<file path="src/hw/rtl/gstr_pkg.sv">
// Shared types, constants and a helper function for the Gardner timing recovery block.
package gstr_pkg;

    // Field and position widths.
    localparam int SAMPLE_BITS   = 16;
    localparam int POS_FRAC_BITS = 16;
    localparam int TIME_BITS     = 32;

    localparam int STEP_W  = 8 + POS_FRAC_BITS;
    localparam int RANGE_W = 7 + POS_FRAC_BITS;
    localparam int GAIN_W  = 8 + POS_FRAC_BITS;
    localparam int OFS_W   = POS_FRAC_BITS + 16;

    localparam int CFG_DATA_W = STEP_W;
    localparam int CFG_IDX_W  = 2;

    // Shared multiplier and error datapath widths.
    localparam int MUL_A_W = (GAIN_W > SAMPLE_BITS) ? GAIN_W : SAMPLE_BITS;
    localparam int MUL_B_W = SAMPLE_BITS;
    localparam int MUL_P_W = MUL_A_W + MUL_B_W;
    localparam int MAG_W   = 2 * SAMPLE_BITS - 1;
    localparam int ACC_W   = GAIN_W + MAG_W;
    localparam int RSH     = 2 * (SAMPLE_BITS - 1);
    localparam int Q_W     = ACC_W - RSH;
    localparam int QR_W    = Q_W + 1;

    // Position constants: one sample and half a sample.
    localparam logic signed [OFS_W-1:0] POS_ONE  = OFS_W'(64'd1 << POS_FRAC_BITS);
    localparam logic signed [OFS_W-1:0] POS_HALF = OFS_W'(64'd1 << (POS_FRAC_BITS - 1));

    // Register reset values.
    localparam logic [STEP_W-1:0]  STEP_SIZE_RST  = STEP_W'(188972);
    localparam logic [RANGE_W-1:0] STEP_RANGE_RST = RANGE_W'(32768);
    localparam logic [GAIN_W-1:0]  LOOP_GAIN_RST  = GAIN_W'(32768);

    // Register indexes.
    localparam logic [CFG_IDX_W-1:0] CFG_STEP_SIZE  = CFG_IDX_W'(0);
    localparam logic [CFG_IDX_W-1:0] CFG_STEP_RANGE = CFG_IDX_W'(1);
    localparam logic [CFG_IDX_W-1:0] CFG_LOOP_GAIN  = CFG_IDX_W'(2);

    typedef struct packed {
        logic signed [SAMPLE_BITS-1:0] sample_value;
        logic [TIME_BITS-1:0]          sample_time;
    } gstr_in_t;

    typedef struct packed {
        logic signed [SAMPLE_BITS-1:0] symbol_value;
        logic [TIME_BITS-1:0]          symbol_time;
    } gstr_out_t;

    typedef struct packed {
        logic [STEP_W-1:0]  step_size;
        logic [RANGE_W-1:0] step_range;
        logic [GAIN_W-1:0]  loop_gain;
    } gstr_cfg_t;

    // Core status toward the handshake logic.
    typedef struct packed {
        logic idle;
        logic emit;
    } gstr_status_t;

    typedef enum logic [2:0] {
        ST_IDLE,
        ST_MAG,
        ST_LO,
        ST_HI,
        ST_ACC,
        ST_ROUND,
        ST_CLAMP,
        ST_UPDATE
    } gstr_state_t;

    // True when a position rounds to the current sample.
    function automatic logic at_current(input logic signed [OFS_W-1:0] pos);
        return (pos >= -POS_HALF) && (pos <= POS_HALF);
    endfunction

endpackage

</file>
<file path="src/hw/rtl/gstr_cfg_regs.sv">
// Configuration registers of the timing recovery loop.
module gstr_cfg_regs
    import gstr_pkg::*;
(
    input  logic                  aclk,
    input  logic                  aresetn,
    input  logic                  cfg_we,
    input  logic [CFG_IDX_W-1:0]  cfg_index,
    input  logic [CFG_DATA_W-1:0] cfg_wdata,
    output gstr_cfg_t             cfg
);

    gstr_cfg_t cfg_reg;

    // Each write lands in the addressed register, masked to its width.
    always_ff @(posedge aclk) begin
        if (!aresetn) begin
            cfg_reg.step_size  <= STEP_SIZE_RST;
            cfg_reg.step_range <= STEP_RANGE_RST;
            cfg_reg.loop_gain  <= LOOP_GAIN_RST;
        end else if (cfg_we) begin
            case (cfg_index)
                CFG_STEP_SIZE:  cfg_reg.step_size  <= cfg_wdata[STEP_W-1:0];
                CFG_STEP_RANGE: cfg_reg.step_range <= cfg_wdata[RANGE_W-1:0];
                CFG_LOOP_GAIN:  cfg_reg.loop_gain  <= cfg_wdata[GAIN_W-1:0];
                default: ;
            endcase
        end
    end

    assign cfg = cfg_reg;

endmodule

</file>
<file path="src/hw/rtl/gstr_mul.sv">
// Shared unsigned multiplier with a registered product.
module gstr_mul
    import gstr_pkg::*;
(
    input  logic               aclk,
    input  logic [MUL_A_W-1:0] op_a,
    input  logic [MUL_B_W-1:0] op_b,
    output logic [MUL_P_W-1:0] prod
);

    logic [MUL_P_W-1:0] prod_reg;

    // The product is registered and ready in the cycle after the operands are presented.
    always_ff @(posedge aclk) begin
        prod_reg <= MUL_P_W'(op_a) * MUL_P_W'(op_b);
    end

    assign prod = prod_reg;

endmodule

</file>
<file path="src/hw/rtl/gstr_core.sv">
// Position tracking, mid-sample latch and the sequenced Gardner error datapath.
module gstr_core
    import gstr_pkg::*;
(
    input  logic                          aclk,
    input  logic                          aresetn,
    input  gstr_cfg_t                     cfg,
    input  logic                          start,
    input  logic signed [SAMPLE_BITS-1:0] sample,
    output gstr_status_t                  status
);

    gstr_state_t state_reg, state_next;

    logic signed [OFS_W-1:0]       sym_reg;
    logic signed [OFS_W-1:0]       mid_reg;
    logic signed [SAMPLE_BITS-1:0] prev_reg;
    logic signed [SAMPLE_BITS-1:0] mid_sample_reg;

    logic signed [SAMPLE_BITS-1:0] cur_reg;
    logic                          neg_reg;
    logic [SAMPLE_BITS-2:0]        magh_reg;
    logic [ACC_W-1:0]              acc_reg;
    logic [QR_W-1:0]               q_reg;
    logic signed [OFS_W-1:0]       base_reg;

    logic [MUL_A_W-1:0] op_a;
    logic [MUL_B_W-1:0] op_b;
    logic [MUL_P_W-1:0] prod;

    logic                          emit;
    logic signed [SAMPLE_BITS:0]   diff;
    logic signed [SAMPLE_BITS:0]   mid_wide;
    logic [SAMPLE_BITS:0]          diff_abs;
    logic [SAMPLE_BITS:0]          mid_abs;
    logic [Q_W-1:0]                q_trunc;
    logic                          round_up;
    logic [RANGE_W-1:0]            q_clamped;
    logic signed [OFS_W-1:0]       q_ext;
    logic signed [OFS_W-1:0]       step_m1;
    logic signed [OFS_W-1:0]       sym_cand;
    logic signed [OFS_W-1:0]       mid_pos;

    gstr_mul u_mul (
        .aclk (aclk),
        .op_a (op_a),
        .op_b (op_b),
        .prod (prod)
    );

    // A symbol is due when its position rounds to the current sample or earlier.
    assign emit = (sym_reg <= POS_HALF);

    assign status.idle = (state_reg == ST_IDLE);
    assign status.emit = emit;

    // Sample difference and magnitudes for the first product.
    assign diff     = $signed({cur_reg[SAMPLE_BITS-1], cur_reg})
                    - $signed({prev_reg[SAMPLE_BITS-1], prev_reg});
    assign mid_wide = $signed({mid_sample_reg[SAMPLE_BITS-1], mid_sample_reg});
    assign diff_abs = diff[SAMPLE_BITS] ? unsigned'(-diff) : unsigned'(diff);
    assign mid_abs  = mid_wide[SAMPLE_BITS] ? unsigned'(-mid_wide) : unsigned'(mid_wide);

    // Round to nearest, ties to even, after dropping the sample fraction bits.
    assign q_trunc  = acc_reg[ACC_W-1:RSH];
    assign round_up = acc_reg[RSH-1] && ((|acc_reg[RSH-2:0]) || q_trunc[0]);

    // Clamp the correction and apply its sign.
    assign q_clamped = (q_reg > QR_W'(cfg.step_range)) ? cfg.step_range
                                                      : q_reg[RANGE_W-1:0];
    assign q_ext     = $signed(OFS_W'(q_clamped));

    // New positions; the symbol position is floored at the current sample.
    assign step_m1  = $signed(OFS_W'(cfg.step_size)) - POS_ONE;
    assign sym_cand = base_reg + step_m1;
    assign mid_pos  = base_reg + $signed(OFS_W'(cfg.step_size >> 1));

    // Next state.
    always_comb begin
        state_next = state_reg;
        case (state_reg)
            ST_IDLE:   if (start && emit) state_next = ST_MAG;
            ST_MAG:    state_next = ST_LO;
            ST_LO:     state_next = ST_HI;
            ST_HI:     state_next = ST_ACC;
            ST_ACC:    state_next = ST_ROUND;
            ST_ROUND:  state_next = ST_CLAMP;
            ST_CLAMP:  state_next = ST_UPDATE;
            ST_UPDATE: state_next = ST_IDLE;
            default:   state_next = ST_IDLE;
        endcase
    end

    // Multiplier operands for each step.
    always_comb begin
        op_a = '0;
        op_b = '0;
        case (state_reg)
            ST_MAG: begin
                op_a = MUL_A_W'(diff_abs[SAMPLE_BITS-1:0]);
                op_b = mid_abs[SAMPLE_BITS-1:0];
            end
            ST_LO: begin
                op_a = MUL_A_W'(cfg.loop_gain);
                op_b = prod[SAMPLE_BITS-1:0];
            end
            ST_HI: begin
                op_a = MUL_A_W'(cfg.loop_gain);
                op_b = MUL_B_W'(magh_reg);
            end
            default: ;
        endcase
    end

    // Loop state.
    always_ff @(posedge aclk) begin
        if (!aresetn) begin
            state_reg      <= ST_IDLE;
            sym_reg        <= '0;
            mid_reg        <= '0;
            prev_reg       <= '0;
            mid_sample_reg <= '0;
        end else begin
            state_reg <= state_next;
            case (state_reg)
                ST_IDLE: begin
                    if (start) begin
                        if (at_current(mid_reg)) begin
                            mid_sample_reg <= sample;
                        end
                        if (!emit) begin
                            sym_reg <= sym_reg - POS_ONE;
                            mid_reg <= mid_reg - POS_ONE;
                        end
                    end
                end
                ST_UPDATE: begin
                    prev_reg <= cur_reg;
                    sym_reg  <= (sym_cand < -POS_ONE) ? -POS_ONE : sym_cand;
                    mid_reg  <= mid_pos - POS_ONE;
                    if (at_current(mid_pos)) begin
                        mid_sample_reg <= cur_reg;
                    end
                end
                default: ;
            endcase
        end
    end

    // Error datapath registers.
    always_ff @(posedge aclk) begin
        case (state_reg)
            ST_IDLE: begin
                if (start) begin
                    cur_reg <= sample;
                end
            end
            ST_MAG: begin
                neg_reg <= diff[SAMPLE_BITS] ^ mid_wide[SAMPLE_BITS];
            end
            ST_LO: begin
                magh_reg <= prod[MAG_W-1:SAMPLE_BITS];
            end
            ST_HI: begin
                acc_reg <= ACC_W'(prod[GAIN_W+SAMPLE_BITS-1:0]);
            end
            ST_ACC: begin
                acc_reg <= acc_reg + {prod[GAIN_W+SAMPLE_BITS-2:0], {SAMPLE_BITS{1'b0}}};
            end
            ST_ROUND: begin
                q_reg <= QR_W'(q_trunc) + QR_W'(round_up);
            end
            ST_CLAMP: begin
                base_reg <= neg_reg ? (sym_reg + q_ext) : (sym_reg - q_ext);
            end
            default: ;
        endcase
    end

endmodule

</file>
<file path="src/hw/rtl/gardner_symbol_timing_recovery.sv">
// Top level of the Gardner symbol timing recovery block.
//
// Samples arrive on the s_ channel (valid/ready) with a timestamp. The block
// keeps the next symbol position and the mid-symbol position relative to the
// current sample. When a symbol is due, the current sample and its time are
// loaded into the output register at the input transfer and offered on the
// m_ channel in the cycle after acceptance.
// A sample that produces no symbol leaves the core idle, and the next sample may
// follow in the next cycle. A symbol sample starts the error sequence on the
// shared multiplier: three products, accumulate, round, clamp and position
// update, so the input is not ready until the sequence is back in idle.
// If the receiver stalls, samples that produce no symbol are still taken;
// the next symbol sample waits until the output register is free.
// Reset (aresetn, synchronous, active low) clears the positions, the
// previous symbol and the mid sample, empties the output register and
// restores the configuration registers to their defaults. Configuration
// writes take effect at once and belong to idle periods.
module gardner_symbol_timing_recovery
    import gstr_pkg::*;
(
    input  logic                  aclk,
    input  logic                  aresetn,
    input  logic                  s_valid,
    output logic                  s_ready,
    input  gstr_in_t              s_data,
    output logic                  m_valid,
    input  logic                  m_ready,
    output gstr_out_t             m_data,
    input  logic                  cfg_we,
    input  logic [CFG_IDX_W-1:0]  cfg_index,
    input  logic [CFG_DATA_W-1:0] cfg_wdata
);

    gstr_cfg_t    cfg;
    gstr_status_t status;
    logic         in_fire;
    logic         m_valid_reg;
    gstr_out_t    m_data_reg;

    gstr_cfg_regs u_cfg (
        .aclk      (aclk),
        .aresetn   (aresetn),
        .cfg_we    (cfg_we),
        .cfg_index (cfg_index),
        .cfg_wdata (cfg_wdata),
        .cfg       (cfg)
    );

    gstr_core u_core (
        .aclk    (aclk),
        .aresetn (aresetn),
        .cfg     (cfg),
        .start   (in_fire),
        .sample  (s_data.sample_value),
        .status  (status)
    );

    // A symbol sample needs room in the output register; others always fit.
    assign s_ready = status.idle && (!status.emit || !m_valid_reg || m_ready);
    assign in_fire = s_valid && s_ready;

    // Output register: loaded on a symbol transfer, emptied when taken.
    always_ff @(posedge aclk) begin
        if (!aresetn) begin
            m_valid_reg <= 1'b0;
        end else if (in_fire && status.emit) begin
            m_valid_reg <= 1'b1;
        end else if (m_ready) begin
            m_valid_reg <= 1'b0;
        end
    end

    always_ff @(posedge aclk) begin
        if (in_fire && status.emit) begin
            m_data_reg.symbol_value <= s_data.sample_value;
            m_data_reg.symbol_time  <= s_data.sample_time;
        end
    end

    assign m_valid = m_valid_reg;
    assign m_data  = m_data_reg;

endmodule
</file>
<file path="config.mk">
export PLATFORM = sky130hd
export DESIGN_NAME = gardner_symbol_timing_recovery
export DESIGN_NICKNAME = d
export VERILOG_FILES = /design/src/hw/rtl/gstr_pkg.sv /design/src/hw/rtl/gstr_cfg_regs.sv /design/src/hw/rtl/gstr_mul.sv /design/src/hw/rtl/gstr_core.sv /design/src/hw/rtl/gardner_symbol_timing_recovery.sv
export SDC_FILE = /design/constraint.sdc
export NUM_CORES = 2
export LEC_CHECK = 0
export BUFFER_PORTS_ARGS = -buffer_cell sky130_fd_sc_hd__buf_2
export CAP_MARGIN = 20
export CORE_UTILIZATION = 33
export CTS_BUF_LIST = sky130_fd_sc_hd__clkbuf_2 sky130_fd_sc_hd__clkbuf_4 sky130_fd_sc_hd__clkbuf_8
export CTS_CLUSTER_DIAMETER = 30
export DETAILED_ROUTE_END_ITERATION = 10
export PLACE_DENSITY = 0.59
export SYNTH_ARGS = -nofsm -noshare
export SYNTH_HDL_FRONTEND = slang
export SYNTH_SLANG_ARGS = --single-unit
</file>
<file path="constraint.sdc">
create_clock -name aclk -period 12.05 [get_ports aclk]
set_clock_uncertainty 0.2 [all_clocks]
set_input_delay 2.41 -clock aclk [delete_from_list [all_inputs] [get_ports aclk]]
set_output_delay 2.41 -clock aclk [all_outputs]
set_load 0.05 [all_outputs]
</file>
==> results.yml <==
synthesis:
  ys.flop_type: "dfxtp_1"
  synth_nets: 4904
  synth_cell_types: 92
  post_synth.cell_area_avg_um2: 8.781
  ys.warnings.count: 0
  ys_async_sr_fraction: 0
  synth_area_um2: 37160
  seq_area_frac_synth: 0.2696
  synthCells: 4232
  synth_edf_count: 193
  ys_seq_elements: 404
routing:
  drtPass1Iterations: 6
  wl_per_cell_um: 18.83
  vias_per_cell: 5.243
  drc: 0
  antenna_left: 0
  num_vias: 31060
  first_iter_violations: 2184
  routed_wl_mm: 111.5
cells_and_area:
  final_cell_mix: "nand2_1, inv_1, nor2_1"
  area_growth_syn_to_layout_pct: 12.46
  drive_gt1_frac: 0.09655
  n_fill_cell: 11430
  layout_commonest_cell: "nand2_1"
  final_cells: 5923
  largest_reg_flops: 71
  final_core_util: 0.3761
  final_area_um2: 41790
  fin_nets: 5024
critical_path:
  timing.reg2reg.setup_slack_ns: 1.66
  arrival_ns: 10.76
  slowest_stage: "or4_1"
  cp.required_ns: 12.42
  crit_type: "flip-flop to flip-flop"
  critPathMaxFanout: 9
  max_stage_delay_ns: 0.58
  crit_path_end_kind: "flip-flop"
  critPathMostFrequentCell: "fa_1"
  worst_setup_path_start_kind: "flip-flop"
die:
  start_util: 0.3344
  dieArea_um2: 114000
  coreArea_um2: 111100
  std_cell_rows: 122
  die_x_um: 337.6
  die-height_um: 337.6
  io_pins: 129
placement:
  dpl-instance-area_um2: 39500
  place.gp.congestion: 0.8874
  place_ws_ns: 1.667
  port_buffers: 128
  dpl.hpwl_mm: 86.75
  dp_cells: 5738
global_route:
  grt_pass1_wl_mm: 174.4
  grt_usage: 0.1962
  grt_max_degree: 82
  overflow: 0
  grt_pass1_vias: 30800
  antenna_found_initial: 16
sta:
  setup_tns_ns: 0
  whs_ns: 0.2539
  report.final.slew_viol_count: 0
  finalWorstSetupSlack_ns: 1.659
  fin_crit_ns: 10.39
  hold_viol_final: 0
  fmax_mhz: 96.24
  slew_headroom: 0.2352
  tightestPinTransition_ns: 1.140
  period_share: 0.8623
  finalSetupViolCount: 0
  rsz0062_at_grt: "false"
clock_tree:
  cts_tree: "done"
  cts_setup_buffers: 0
  cts_resized: 0
  clkSlewWorstSetupHoldPaths_ns: 0.05
  cts.path.max_buffers: 3
  htree_levels: 3
  cts_buffers: 98
  cts_sinks: 404
  clk_latency_ns: 0.69
  postCtsHoldBufs: 0
  ctsRootBufferMaster: "clkbuf_8"
outcome:
  status: "finished, final reports clean"
power_and_ir_drop:
  p_per_area_nw_per_um2: 155.9
  total_power_mw: 6.515
  peakVddDrop_v: 0.00009444
  total_leakage_power_nw: 17.97
hold_path:
  hold_path.class: "flip-flop to flip-flop"
run:
  drv_cap: 0
-- final timing paths --
path | cells past startpoint | end | from
hold / removal | 2 | u_core.mid_reg[12] | u_core.mid_reg[12]
setup / recovery | 37 | u_core.u_mul.prod[36] | u_core.cur_reg[0]
hold reg to reg | 2 | u_core.mid_reg[12] | u_core.mid_reg[12]
setup reg to reg | 37 | u_core.u_mul.prod[36] | u_core.cur_reg[0]
-- critical path, delay by kind of cell (launching register included) --
family	cells	cell delay, ns
adder cells (fa/ha/maj)	9	4.04
AO/OA/AOI/OAI	15	3.81
AND/OR/NAND/NOR	4	0.82
buffers and inverters	6	0.56
XOR/XNOR	3	0.46
flip-flops	1	0.40
-- synthesized netlist by cell type (all sizes together), types with 9 or more instances --
master / number / area, um2
a211o: 12 / 106.4
a211oi: 36 / 297.8
a21o: 89 / 668.1
a21oi: 298 / 1491
a221oi: 9 / 78.83
a22oi: 20 / 150.1
a311oi: 21 / 259.0
a31o: 11 / 96.34
a31oi: 25 / 156.4
and2: 71 / 444.2
and3: 39 / 244.0
buf: 16 / 91.33
clkbuf: 141 / 530.5
dfxtp: 211 / 4224
edfxtp: 193 / 5796
fa: 311 / 6226
ha: 282 / 3528
inv: 425 / 1595
mux2i: 33 / 330.3
nand2: 597 / 2241
nand2b: 40 / 250.2
nand3: 61 / 305.3
nand3b: 11 / 82.58
nand4: 34 / 212.7
nor2: 372 / 1396
nor2b: 39 / 251.5
nor3: 95 / 475.5
nor3b: 13 / 97.59
nor4: 38 / 252.7
o211ai: 19 / 142.6
o21a: 38 / 285.3
o21ai: 136 / 684.4
o21bai: 26 / 195.2
o22ai: 13 / 81.33
o31ai: 24 / 185.2
or2: 15 / 96.34
or3: 29 / 181.4
or4: 17 / 127.6
xnor2: 177 / 1550
xor2: 88 / 770.7
-- layout make-up --
| type | instances | area [um2] | share of cell area |
|---|---|---|---|
| Antenna cell | 2 | 5.005 | 0.0001198 |
| Clock buffer | 118 | 1536 | 0.03677 |
| Clock inverter | 63 | 715.7 | 0.01713 |
| Inverter | 426 | 1602 | 0.03832 |
| Multi-Input combinational cell | 3245 | 25020 | 0.5988 |
| Sequential cell | 404 | 10020 | 0.2398 |
| Tap cell | 1488 | 1862 | 0.04455 |
| Timing Repair Buffer | 177 | 1026 | 0.02455 |
-- routing by layer --
| layer | GRT usage | vias up | part of all wire |
|---|---|---|---|
| met1 | 0.2678 | 15160 | 0.46 |
| met3 | 0.03981 | 185 | 0.073 |
| met5 | 0 | - | 0.00096 |
| met2 | 0.3145 | 946 | 0.45 |
| li1 | - | 14740 | - |
| met4 | 0.05141 | 16 | 0.024 |
-- kinds of logic after synthesis --
family | synth area share
adder cells (fa/ha/maj) | 0.2625
XOR/XNOR | 0.06246
multiplexers | 0.01101
flip-flops | 0.2696
buffers and inverters | 0.05976
AO/OA/AOI/OAI | 0.1516
AND/OR/NAND/NOR | 0.1831
-- where the power goes --
part	internal, mW	leakage [nW]	switching [mW]
clock	1.14	1.13	0.719
combinational	0.909	13.4	1.83
sequential	1.71	3.48	0.204
total	3.76	18.0	2.75
(Power assumes the default switching activity.)
